**config.mk**
```make
export PLATFORM = sky130hd
export DESIGN_NAME = rapa_raster
export DESIGN_NICKNAME = d
export VERILOG_FILES = /design/src/sv/rapa_pkg.sv /design/src/sv/rapa_raster.sv
export SDC_FILE = /design/constraint.sdc
export NUM_CORES = 1
export LEC_CHECK = 0
export ABC_AREA = 1
export BUFFER_PORTS_ARGS = -buffer_cell sky130_fd_sc_hd__buf_2
export CORE_MARGIN = 2
export CORE_UTILIZATION = 43
export CTS_CLUSTER_DIAMETER = 30
export DETAILED_ROUTE_END_ITERATION = 6
export PLACE_DENSITY_LB_ADDON = 0.25
export SYNTH_ARGS = -nofsm -noshare
export SYNTH_HDL_FRONTEND = slang
export SYNTH_SLANG_ARGS = --single-unit
```
**constraint.sdc**
```tcl
create_clock -name clk_i -period 5.21 [get_ports clk_i]
set_clock_uncertainty 0.1 [all_clocks]
set_input_delay 0 -clock clk_i [delete_from_list [all_inputs] [get_ports clk_i]]
set_output_delay 0 -clock clk_i [all_outputs]
set_load 0.1 [all_outputs]
```
**src/sv/rapa_pkg.sv**
```systemverilog
// ---------------------------------------------------------------------------
// rapa_pkg
// Shared widths, codes and types of the region area and perimeter accumulator.
// ---------------------------------------------------------------------------
package rapa_pkg;

  // field widths of the channels and the configuration port
  localparam int OP_W       = 2;
  localparam int LABEL_W    = 12;
  localparam int AREA_W     = 21;
  localparam int PERIM_W    = 23;
  localparam int SIZE_W     = 11;
  localparam int CFG_IDX_W  = 2;
  localparam int CFG_DATA_W = 12;
  // per-update perimeter increment, at most four sides
  localparam int INC_W      = 3;

  // default sizes of the stores
  localparam int DEF_MAX_LABELS = 4096;
  localparam int DEF_MAX_WIDTH  = 1024;
  localparam int DEF_MAX_HEIGHT = 1024;

  // register values after reset
  localparam logic [SIZE_W-1:0]  RST_IMAGE_WIDTH  = SIZE_W'(1024);
  localparam logic [SIZE_W-1:0]  RST_IMAGE_HEIGHT = SIZE_W'(1024);
  localparam logic [LABEL_W-1:0] RST_BACKGROUND   = '0;

  // saturation limits of the counts
  localparam logic [AREA_W-1:0]  AREA_MAX  = '1;
  localparam logic [PERIM_W-1:0] PERIM_MAX = '1;

  // item operations
  typedef enum logic [OP_W-1:0] {
    OP_PIXEL = 2'd0,
    OP_READ  = 2'd1,
    OP_CLEAR = 2'd2
  } op_e;

  // configuration register indexes
  typedef enum logic [CFG_IDX_W-1:0] {
    CFG_IMAGE_WIDTH  = 2'd0,
    CFG_IMAGE_HEIGHT = 2'd1,
    CFG_BACKGROUND   = 2'd2
  } cfg_idx_e;

  // where the current pixel sits relative to the image border
  typedef struct packed {
    logic x_first;
    logic x_last;
    logic y_first;
    logic y_last;
  } pos_flags_t;

endpackage

```
**src/sv/rapa_raster.sv**
```systemverilog
// ---------------------------------------------------------------------------
// rapa_raster
// Raster position tracker: column and row of the next pixel with border flags.
// ---------------------------------------------------------------------------
module rapa_raster import rapa_pkg::*; #(
  parameter int  MAX_WIDTH  = DEF_MAX_WIDTH,
  parameter int  MAX_HEIGHT = DEF_MAX_HEIGHT,
  localparam int XW         = $clog2(MAX_WIDTH)
) (
  input  logic              clk_i,
  input  logic              rst_ni,
  input  logic              step_i,
  input  logic              restart_i,
  input  logic [SIZE_W-1:0] image_width_i,
  input  logic [SIZE_W-1:0] image_height_i,
  output logic [XW-1:0]     x_o,
  output pos_flags_t        flags_o
);

  localparam int WW = $clog2(MAX_WIDTH + 1);
  localparam int YW = $clog2(MAX_HEIGHT);
  localparam int HW = $clog2(MAX_HEIGHT + 1);

  logic [XW-1:0] col_q, col_d;
  logic [YW-1:0] row_q, row_d;
  logic [WW-1:0] w_eff;
  logic [HW-1:0] h_eff;
  logic          col_wrap;
  logic [HW-1:0] row_a;
  logic [XW-1:0] x;
  logic [YW-1:0] y;

  // image size clamped to the supported range
  always_comb begin
    if (image_width_i < SIZE_W'(2)) begin
      w_eff = WW'(2);
    end else if (32'(image_width_i) > 32'(MAX_WIDTH)) begin
      w_eff = WW'(MAX_WIDTH);
    end else begin
      w_eff = WW'(image_width_i);
    end
    if (image_height_i < SIZE_W'(2)) begin
      h_eff = HW'(2);
    end else if (32'(image_height_i) > 32'(MAX_HEIGHT)) begin
      h_eff = HW'(MAX_HEIGHT);
    end else begin
      h_eff = HW'(image_height_i);
    end
  end

  // position of this pixel, with fix-up when the size shrank mid-frame
  always_comb begin
    col_wrap = WW'(col_q) >= w_eff;
    row_a    = col_wrap ? HW'(row_q) + HW'(1) : HW'(row_q);
    x        = col_wrap ? '0 : col_q;
    y        = (row_a >= h_eff) ? '0 : YW'(row_a);

    flags_o.x_first = (x == '0);
    flags_o.x_last  = (WW'(x) + WW'(1) == w_eff);
    flags_o.y_first = (y == '0);
    flags_o.y_last  = (HW'(y) + HW'(1) == h_eff);
  end

  assign x_o = x;

  // advance to the next pixel, wrapping at row and frame ends
  always_comb begin
    col_d = col_q;
    row_d = row_q;
    if (restart_i) begin
      col_d = '0;
      row_d = '0;
    end else if (step_i) begin
      if (flags_o.x_last) begin
        col_d = '0;
        row_d = flags_o.y_last ? '0 : y + YW'(1);
      end else begin
        col_d = x + XW'(1);
        row_d = y;
      end
    end
  end

  always_ff @(posedge clk_i or negedge rst_ni) begin
    if (!rst_ni) begin
      col_q <= '0;
      row_q <= '0;
    end else begin
      col_q <= col_d;
      row_q <= row_d;
    end
  end

endmodule

```
==> flow_metrics.tcl, run 1 <==
set metrics [dict create \
    outcome "finished, final reports clean" \
    min_period_over_period_pct 92.6 \
    drc 0 \
    die_area_sq_mm 0.00864 \
    cts-root-buf "clkbuf_8" \
    grt_max_degree 21 \
    gr-usage-all-layers_pct 26.3 \
    comb_power_share_pct 49.3 \
    crit_slowest_cell "ha_1" \
    cts_buffer_depth 2 \
    p_seq_share_pct 25.8 \
    grt_pass1_vias 3790 \
    drive_gt1_share_pct 16.7 \
    die_h_um 92.9 \
    p_leak_nw 2.21 \
    p_per_area_mw_per_mm2 165 \
    dp_cells 740 \
    insertedDiodeCount 0 \
    core_sq_mm 0.00769 \
    routedWlPerCell_um 14.6 \
    antenna_found_initial 0 \
    synth_cell_types 32 \
    initial_core_util_pct 44.2 \
    startpoint_type "primary input" \
    cts.sinks 20 \
    netlist_instances 592 \
    slew_headroom_pct 33.8 \
    ys.warnings.count 0 \
    gp_congestion 1.00 \
    p_int_uw 361 \
    dr.pass1.iters 6 \
    path_common_cell "nand2_1" \
    numCtsBuffers 3 \
    holdPathStages 4 \
    end_kind "output pin" \
    fin_cells 748 \
    clk_pin_slew_worst_paths_ns 0.09 \
    layout.nets 699 \
    htree_levels 1 \
    setup_viol 0 \
    setup_slack_ns 0.384 \
    area_growth_pct 16.2 \
    pre_cts_ws_ns 0.0693 \
    worst_path_largest_cell_delay_ns 0.34 \
    p_sw_uw 292 \
    syn_nets 644 \
    drt-total-wl_um 10900 \
    maxSlewViolCount 0 \
    cts_tree "yes" \
    total_power_uw 653 \
    grt_overflow_total 0 \
    holdWs_ns 0.103 \
    syn_avg_cell_area_sq_um 5.74 \
    die_x_um 92.9 \
    syn_area_sq_mm 0.00340 \
    worst_pin_slew_ns 0.989 \
    register_area_sq_um 500 \
    grt_pass1_wl_um 18200 \
    switching_share_pct 44.7 \
    vias_per_cell 5.27 \
    synth_seq_cells 20 \
    vias 3945 \
    crit_type "in2out" \
    ir_drop_v 0.000110 \
    clk_latency_ns 0.27 \
    drtIter0Drc 361 \
    max_freq_mhz 207 \
    ioPinCount 40 \
    r2r_cells 29 \
    multi_input_area_sq_mm 0.00257 \
    ys_seq_area_share_pct 14.7 \
    crit_required_ns 5.11 \
    dpl.hpwl_um 9030 \
    hold_viol_final 0 \
    io_buffers 39 \
    power_frac_clock_pct 24.9 \
    r2r_setup_slack_ns 0.53 \
    post-route-min-period_ns 4.83 \
    ant_nets 0 \
    fillCellCount 841 \
    max_cap_violations 0 \
    worstPathMaxFanout 9 \
    hp-class "in2reg" \
    cp.arrival_ns 4.73 \
    rows 32 \
]
what timing repair did:
action / in CTS / in global routing
endpoints found under the hold margin: 20 / 0
setup buffers: 0 / 3
endpoints found under the setup margin: 0 / 11
gates resized for setup: 0 / 10
hold buffers: 1 / 0
metrics by stage:
| stage | cell area, sq um | utilization [%] | setup TNS [ns] |
|---|---|---|---|
| after detailed placement | 3800 | 49.5 | 0 |
| final | 3950 | 51.4 | 0 |
| after CTS | 3890 | 50.6 | 0 |
| after global placement | 3800 | 49.5 | 0 |
| after global routing | 3950 | 51.4 | -0.0517 |
| after floorplan | 3420 | - | 0 |
power groups by stage:
stage	logic, mW	clock network (mW)	registers (mW)
6_report	0.322	0.163	0.168
5_1_grt	0.356	0.169	0.169
4_1_cts	0.314	0.163	0.168
3_5_place_dp	0.311	0	0.171
3_3_place_gp	0.310	0	0.171
2_1_floorplan	0.229	0	0.168
area by class of cell:
cell class                      instances  share of cell area [%]
Tap cell                              102                    3.23
Inverter                               90                    8.55
Clock buffer                            3                    1.04
Sequential cell                        20                    12.7
Timing Repair Buffer                   57                    8.80
Clock inverter                          1                   0.760
Multi-Input combinational cell        475                    64.9
Yosys cell counts, drive strengths merged:
library cell	instances	area share (%)
xnor3	2	1.3
nand3	71	12
clkinv	1	0.11
buf	5	1.4
nand3b	4	0.88
nor4	4	0.74
xnor2	3	0.77
nor2	71	9.5
o21ai	18	2.8
inv	89	9.8
dfrtp	20	15
a21oi	17	2.5
nor3	6	1.2
clkbuf	2	0.22
a21o	1	0.22
nand4	18	3.9
xor3	1	0.70
ha	26	9.6
xor2	12	3.1
nand2	221	25
cells by family (layout without fill, tap and decap cells):
| group | count (synthesis) | count (layout) | share of synthesized area (%) |
|---|---|---|---|
| buf+inv | 97 | 151 | 11.6 |
| flops | 20 | 20 | 14.7 |
| xor+xnor | 18 | 18 | 5.89 |
| fa+ha+maj | 26 | 26 | 9.57 |
| simple gates | 395 | 395 | 52.8 |
| compound gates | 36 | 36 | 5.48 |
cells in the final DEF (no fill, tap or decap), types with 5 or more instances in the layout:
master	n
nand2_1	211
inv_1	85
nand3_1	65
nor2_1	52
buf_2	38
ha_1	25
dfrtp_1	20
a21oi_1	17
buf_4	17
nor2_2	16
nand4_1	16
xor2_1	12
o21ai_0	11
nand2_2	9
o21ai_1	6
nand3_2	5
worst paths after layout:
kind,endpoint,start
max in group asynchronous,col_q[8],rst_ni
setup / recovery,flags_o[0],image_width_i[7]
hold / removal,row_q[0],step_i
min in group asynchronous,row_q[0],rst_ni
setup reg to reg,row_q[9],col_q[6]
hold reg to reg,row_q[7],row_q[7]
worst max-delay path: cells and delay by family:
| kind | cells | cell delay [ns] |
|---|---|---|
| compound gates | 1 | 0.15 |
| buf+inv | 6 | 0.60 |
| simple gates | 27 | 3.09 |
| fa+ha+maj | 3 | 0.86 |
state kept, by name, summed over array words and instances, names as in the netlist:
| signal | cells |
|---|---|
| row_q | 10 |
| col_q | 10 |
metal layers:
layer / part of all wire [%] / wire (um) / up-vias / track usage, %
li1: - / - / 1995 / -
met1: 46 / 5000 / 1770 / 35.1
met2: 47 / 5110 / 164 / 46.4
met3: 6.2 / 675 / 16 / 1.71
met4: 1.4 / 158 / 0 / 6.13
met5: 0 / 0 / - / 0
Note: power is estimated with default switching activity, not from simulation.
==> run 2, diff against run 1 <==
--- a/config.mk
+++ b/config.mk
@@ -8,7 +8,7 @@
 export ABC_AREA = 1
 export BUFFER_PORTS_ARGS = -buffer_cell sky130_fd_sc_hd__buf_2
 export CORE_MARGIN = 2
-export CORE_UTILIZATION = 43
+export CORE_UTILIZATION = 55
 export CTS_CLUSTER_DIAMETER = 30
 export DETAILED_ROUTE_END_ITERATION = 6
 export PLACE_DENSITY_LB_ADDON = 0.25
==> run 2 against run 1 <==
  * Clock power barely moved
  * Hold slack better by 0.00058 ns
  * Critical path depth decreased by 14
  * Global-route usage rose by 5.3 points
  * Fmax down 0.24%
  * Wire length down 2.9%
  * Flip-flop and latch count unchanged
  * Largest power group unchanged
  * Highest routed layer unchanged
==> flow_metrics.tcl, run 2 (synthesis gave the netlist of run 1 again) <==
set metrics [dict create \
    outcome "finished, final reports clean" \
    hp-class "in2reg" \
    post-route-min-period_ns 4.84 \
    comb_power_share_pct 49.5 \
    core_sq_mm 0.00596 \
    startpoint_type "flip-flop" \
    max_freq_mhz 207 \
    cp_cell_sequence "ha_1 -> a21oi_1 -> o21ai_0 -> nand2_2 -> nand3_4 -> buf_4 -> buf_4 -> nand2_1 -> nand2_1 -> ha_1 -> nand2_1 -> nor4_1 -> nor2_2 -> nand2_1 -> inv_1 -> ha_2 -> xnor3_1 -> nand3_1 -> nand3b_1 -> nor2_1 -> nand2_1 -> nor3_4 -> buf_12" \
    grt_pass1_vias 3432 \
    layout.nets 701 \
    r2r_setup_slack_ns 0.51 \
    die_h_um 82.6 \
    p_int_uw 362 \
    grt_overflow_total 0 \
    fillCellCount 552 \
    routedWlPerCell_um 14.7 \
    total_power_uw 653 \
    crit_buf_inv 4 \
    multi_input_area_sq_mm 0.00256 \
    gr-usage-all-layers_pct 31.6 \
    top_regs "col_q: 10 flops, row_q: 10 flops" \
    max_cap_violations 0 \
    dp_cells 708 \
    reg2reg_to "row_q[0]" \
    r2r-start "col_q[2]" \
    setup_viol 0 \
    vias_per_cell 5.71 \
    end_kind "output pin" \
    cp.arrival_ns 4.74 \
    hold_start "step_i" \
    crit_slowest_cell "dfrtp_1" \
    path_common_cell "nand2_1" \
    hold_viol_final 0 \
    ant_nets 0 \
    vias 4129 \
    antenna_found_initial 0 \
    power_frac_clock_pct 24.7 \
    grt_pass1_wl_um 16500 \
    min_period_over_period_pct 92.9 \
    dr.pass1.iters 6 \
    initial_core_util_pct 57.1 \
    drc 0 \
    ir_drop_v 0.000142 \
    p_sw_uw 291 \
    crit_required_ns 5.11 \
    startpoint "col_q[2]" \
    insertedDiodeCount 0 \
    worstPathMaxFanout 9 \
    die_x_um 82.6 \
    drt-total-wl_um 10600 \
    dpl.hpwl_um 8380 \
    cts_tree "yes" \
    rows 28 \
    worst_pin_slew_ns 0.918 \
    fin_cells 723 \
    final_cell_mix "nand2_1 (211), inv_1 (85), nand3_1 (65)" \
    grt_max_degree 21 \
    clk_pin_slew_worst_paths_ns 0.09 \
    cts-root-buf "clkbuf_8" \
    die_area_sq_mm 0.00683 \
    fin_tns_setup_ns 0 \
    r2r_cells 27 \
    maxSlewViolCount 0 \
    endpoint "flags_o[0]" \
    worst_path_largest_cell_delay_ns 0.47 \
    cts.sinks 20 \
    p_seq_share_pct 25.8 \
    switching_share_pct 44.5 \
    crit_type "reg2out" \
    area_growth_pct 15.6 \
    critical-path-top-delay-family "simple AND/OR/NAND/NOR gates" \
    gp_congestion 0.992 \
    drtIter0Drc 491 \
    cts_buffer_depth 2 \
    slew_headroom_pct 38.6 \
    drive_gt1_share_pct 16.8 \
    path_depth 23 \
    io_buffers 39 \
    clk_latency_ns 0.27 \
    utilization_pct 66.0 \
    register_area_sq_um 500 \
    p_per_area_mw_per_mm2 166 \
    ioPinCount 40 \
    layout_commonest_cell "nand2_1" \
    p_leak_nw 2.22 \
    htree_levels 1 \
    numCtsBuffers 3 \
]
==> run 2: cell count changes in the layout (fill, tap and decap cells not counted), sizes merged <==
cell | before | now
buf | 56 | 58
==> run 2: worst min-delay path by stage <==
stage	slack (ns)	to	cells past startpoint
floorplan	-0.40	col_q[0]	0
global placement	-0.11	col_q[0]	1
detailed placement	-0.1	col_q[0]	1
CTS	0.11	row_q[0]	4
global route	0.13	row_q[0]	4
finish	0.10	row_q[1]	4
==> run 2: worst register-to-register path, cell delays in order, from the launching register on <==
cell,delay [ns]
dfrtp_1,0.47
ha_1,0.35
a21oi_1,0.15
o21ai_0,0.13
nand2_2,0.17
nand3_4,0.16
buf_4,0.17
buf_4,0.15
nand2_1,0.07
nand2_1,0.10
ha_1,0.29
nand2_1,0.06
nor4_1,0.36
nor2_2,0.10
nand2_1,0.16
inv_1,0.08
ha_2,0.31
xnor2_1,0.14
a21oi_1,0.21
nand3_1,0.13
nor2_1,0.11
nand2_1,0.08
nor2_1,0.12
nand2_2,0.15
nand2_1,0.10
nand2_1,0.05
nand2_1,0.05
nand2_1,0.06
==> run 2: power by group through the flow <==
stage / logic, mW / clock network [mW] / registers (mW)
finish: 0.324 / 0.161 / 0.168
global route: 0.352 / 0.171 / 0.169
CTS: 0.306 / 0.161 / 0.168
detailed placement: 0.304 / 0 / 0.171
global placement: 0.301 / 0 / 0.171
floorplan: 0.229 / 0 / 0.168
==> run 2: per-stage QoR <==
stage          area, sq um  worst slack [ns]  hold slack [ns]
2_1_floorplan         3420            0.0278           -0.396
3_3_place_gp          3730             0.158           -0.111
3_5_place_dp          3730            0.0475          -0.0998
4_1_cts               3810             0.147            0.106
5_1_grt               3930           -0.0351            0.130
6_report              3930             0.372            0.104
==> run 2: area by class of cell <==
type,instances,area share (%)
Timing Repair Buffer,59,9.23
Tap cell,75,2.39
Inverter,90,8.59
Clock inverter,1,0.764
Multi-Input combinational cell,475,65.2
Sequential cell,20,12.7
Clock buffer,3,1.05
==> run 2: per-layer routing <==
metal  up-vias  wire length (um)  GRT usage [%]
li1       2006                 -              -
met1      1866              4700           47.2
met2       233              4600           47.3
met3        24              1170           5.11
met4         0               155           7.21
met5         -                 0              0
==> run 2: repair_timing <==
action	CTS	global route
resized for setup	0	12
hold endpoints to repair	20	0
hold buffers	1	0
buffers inserted	0	10
endpoints found under the setup margin	0	12
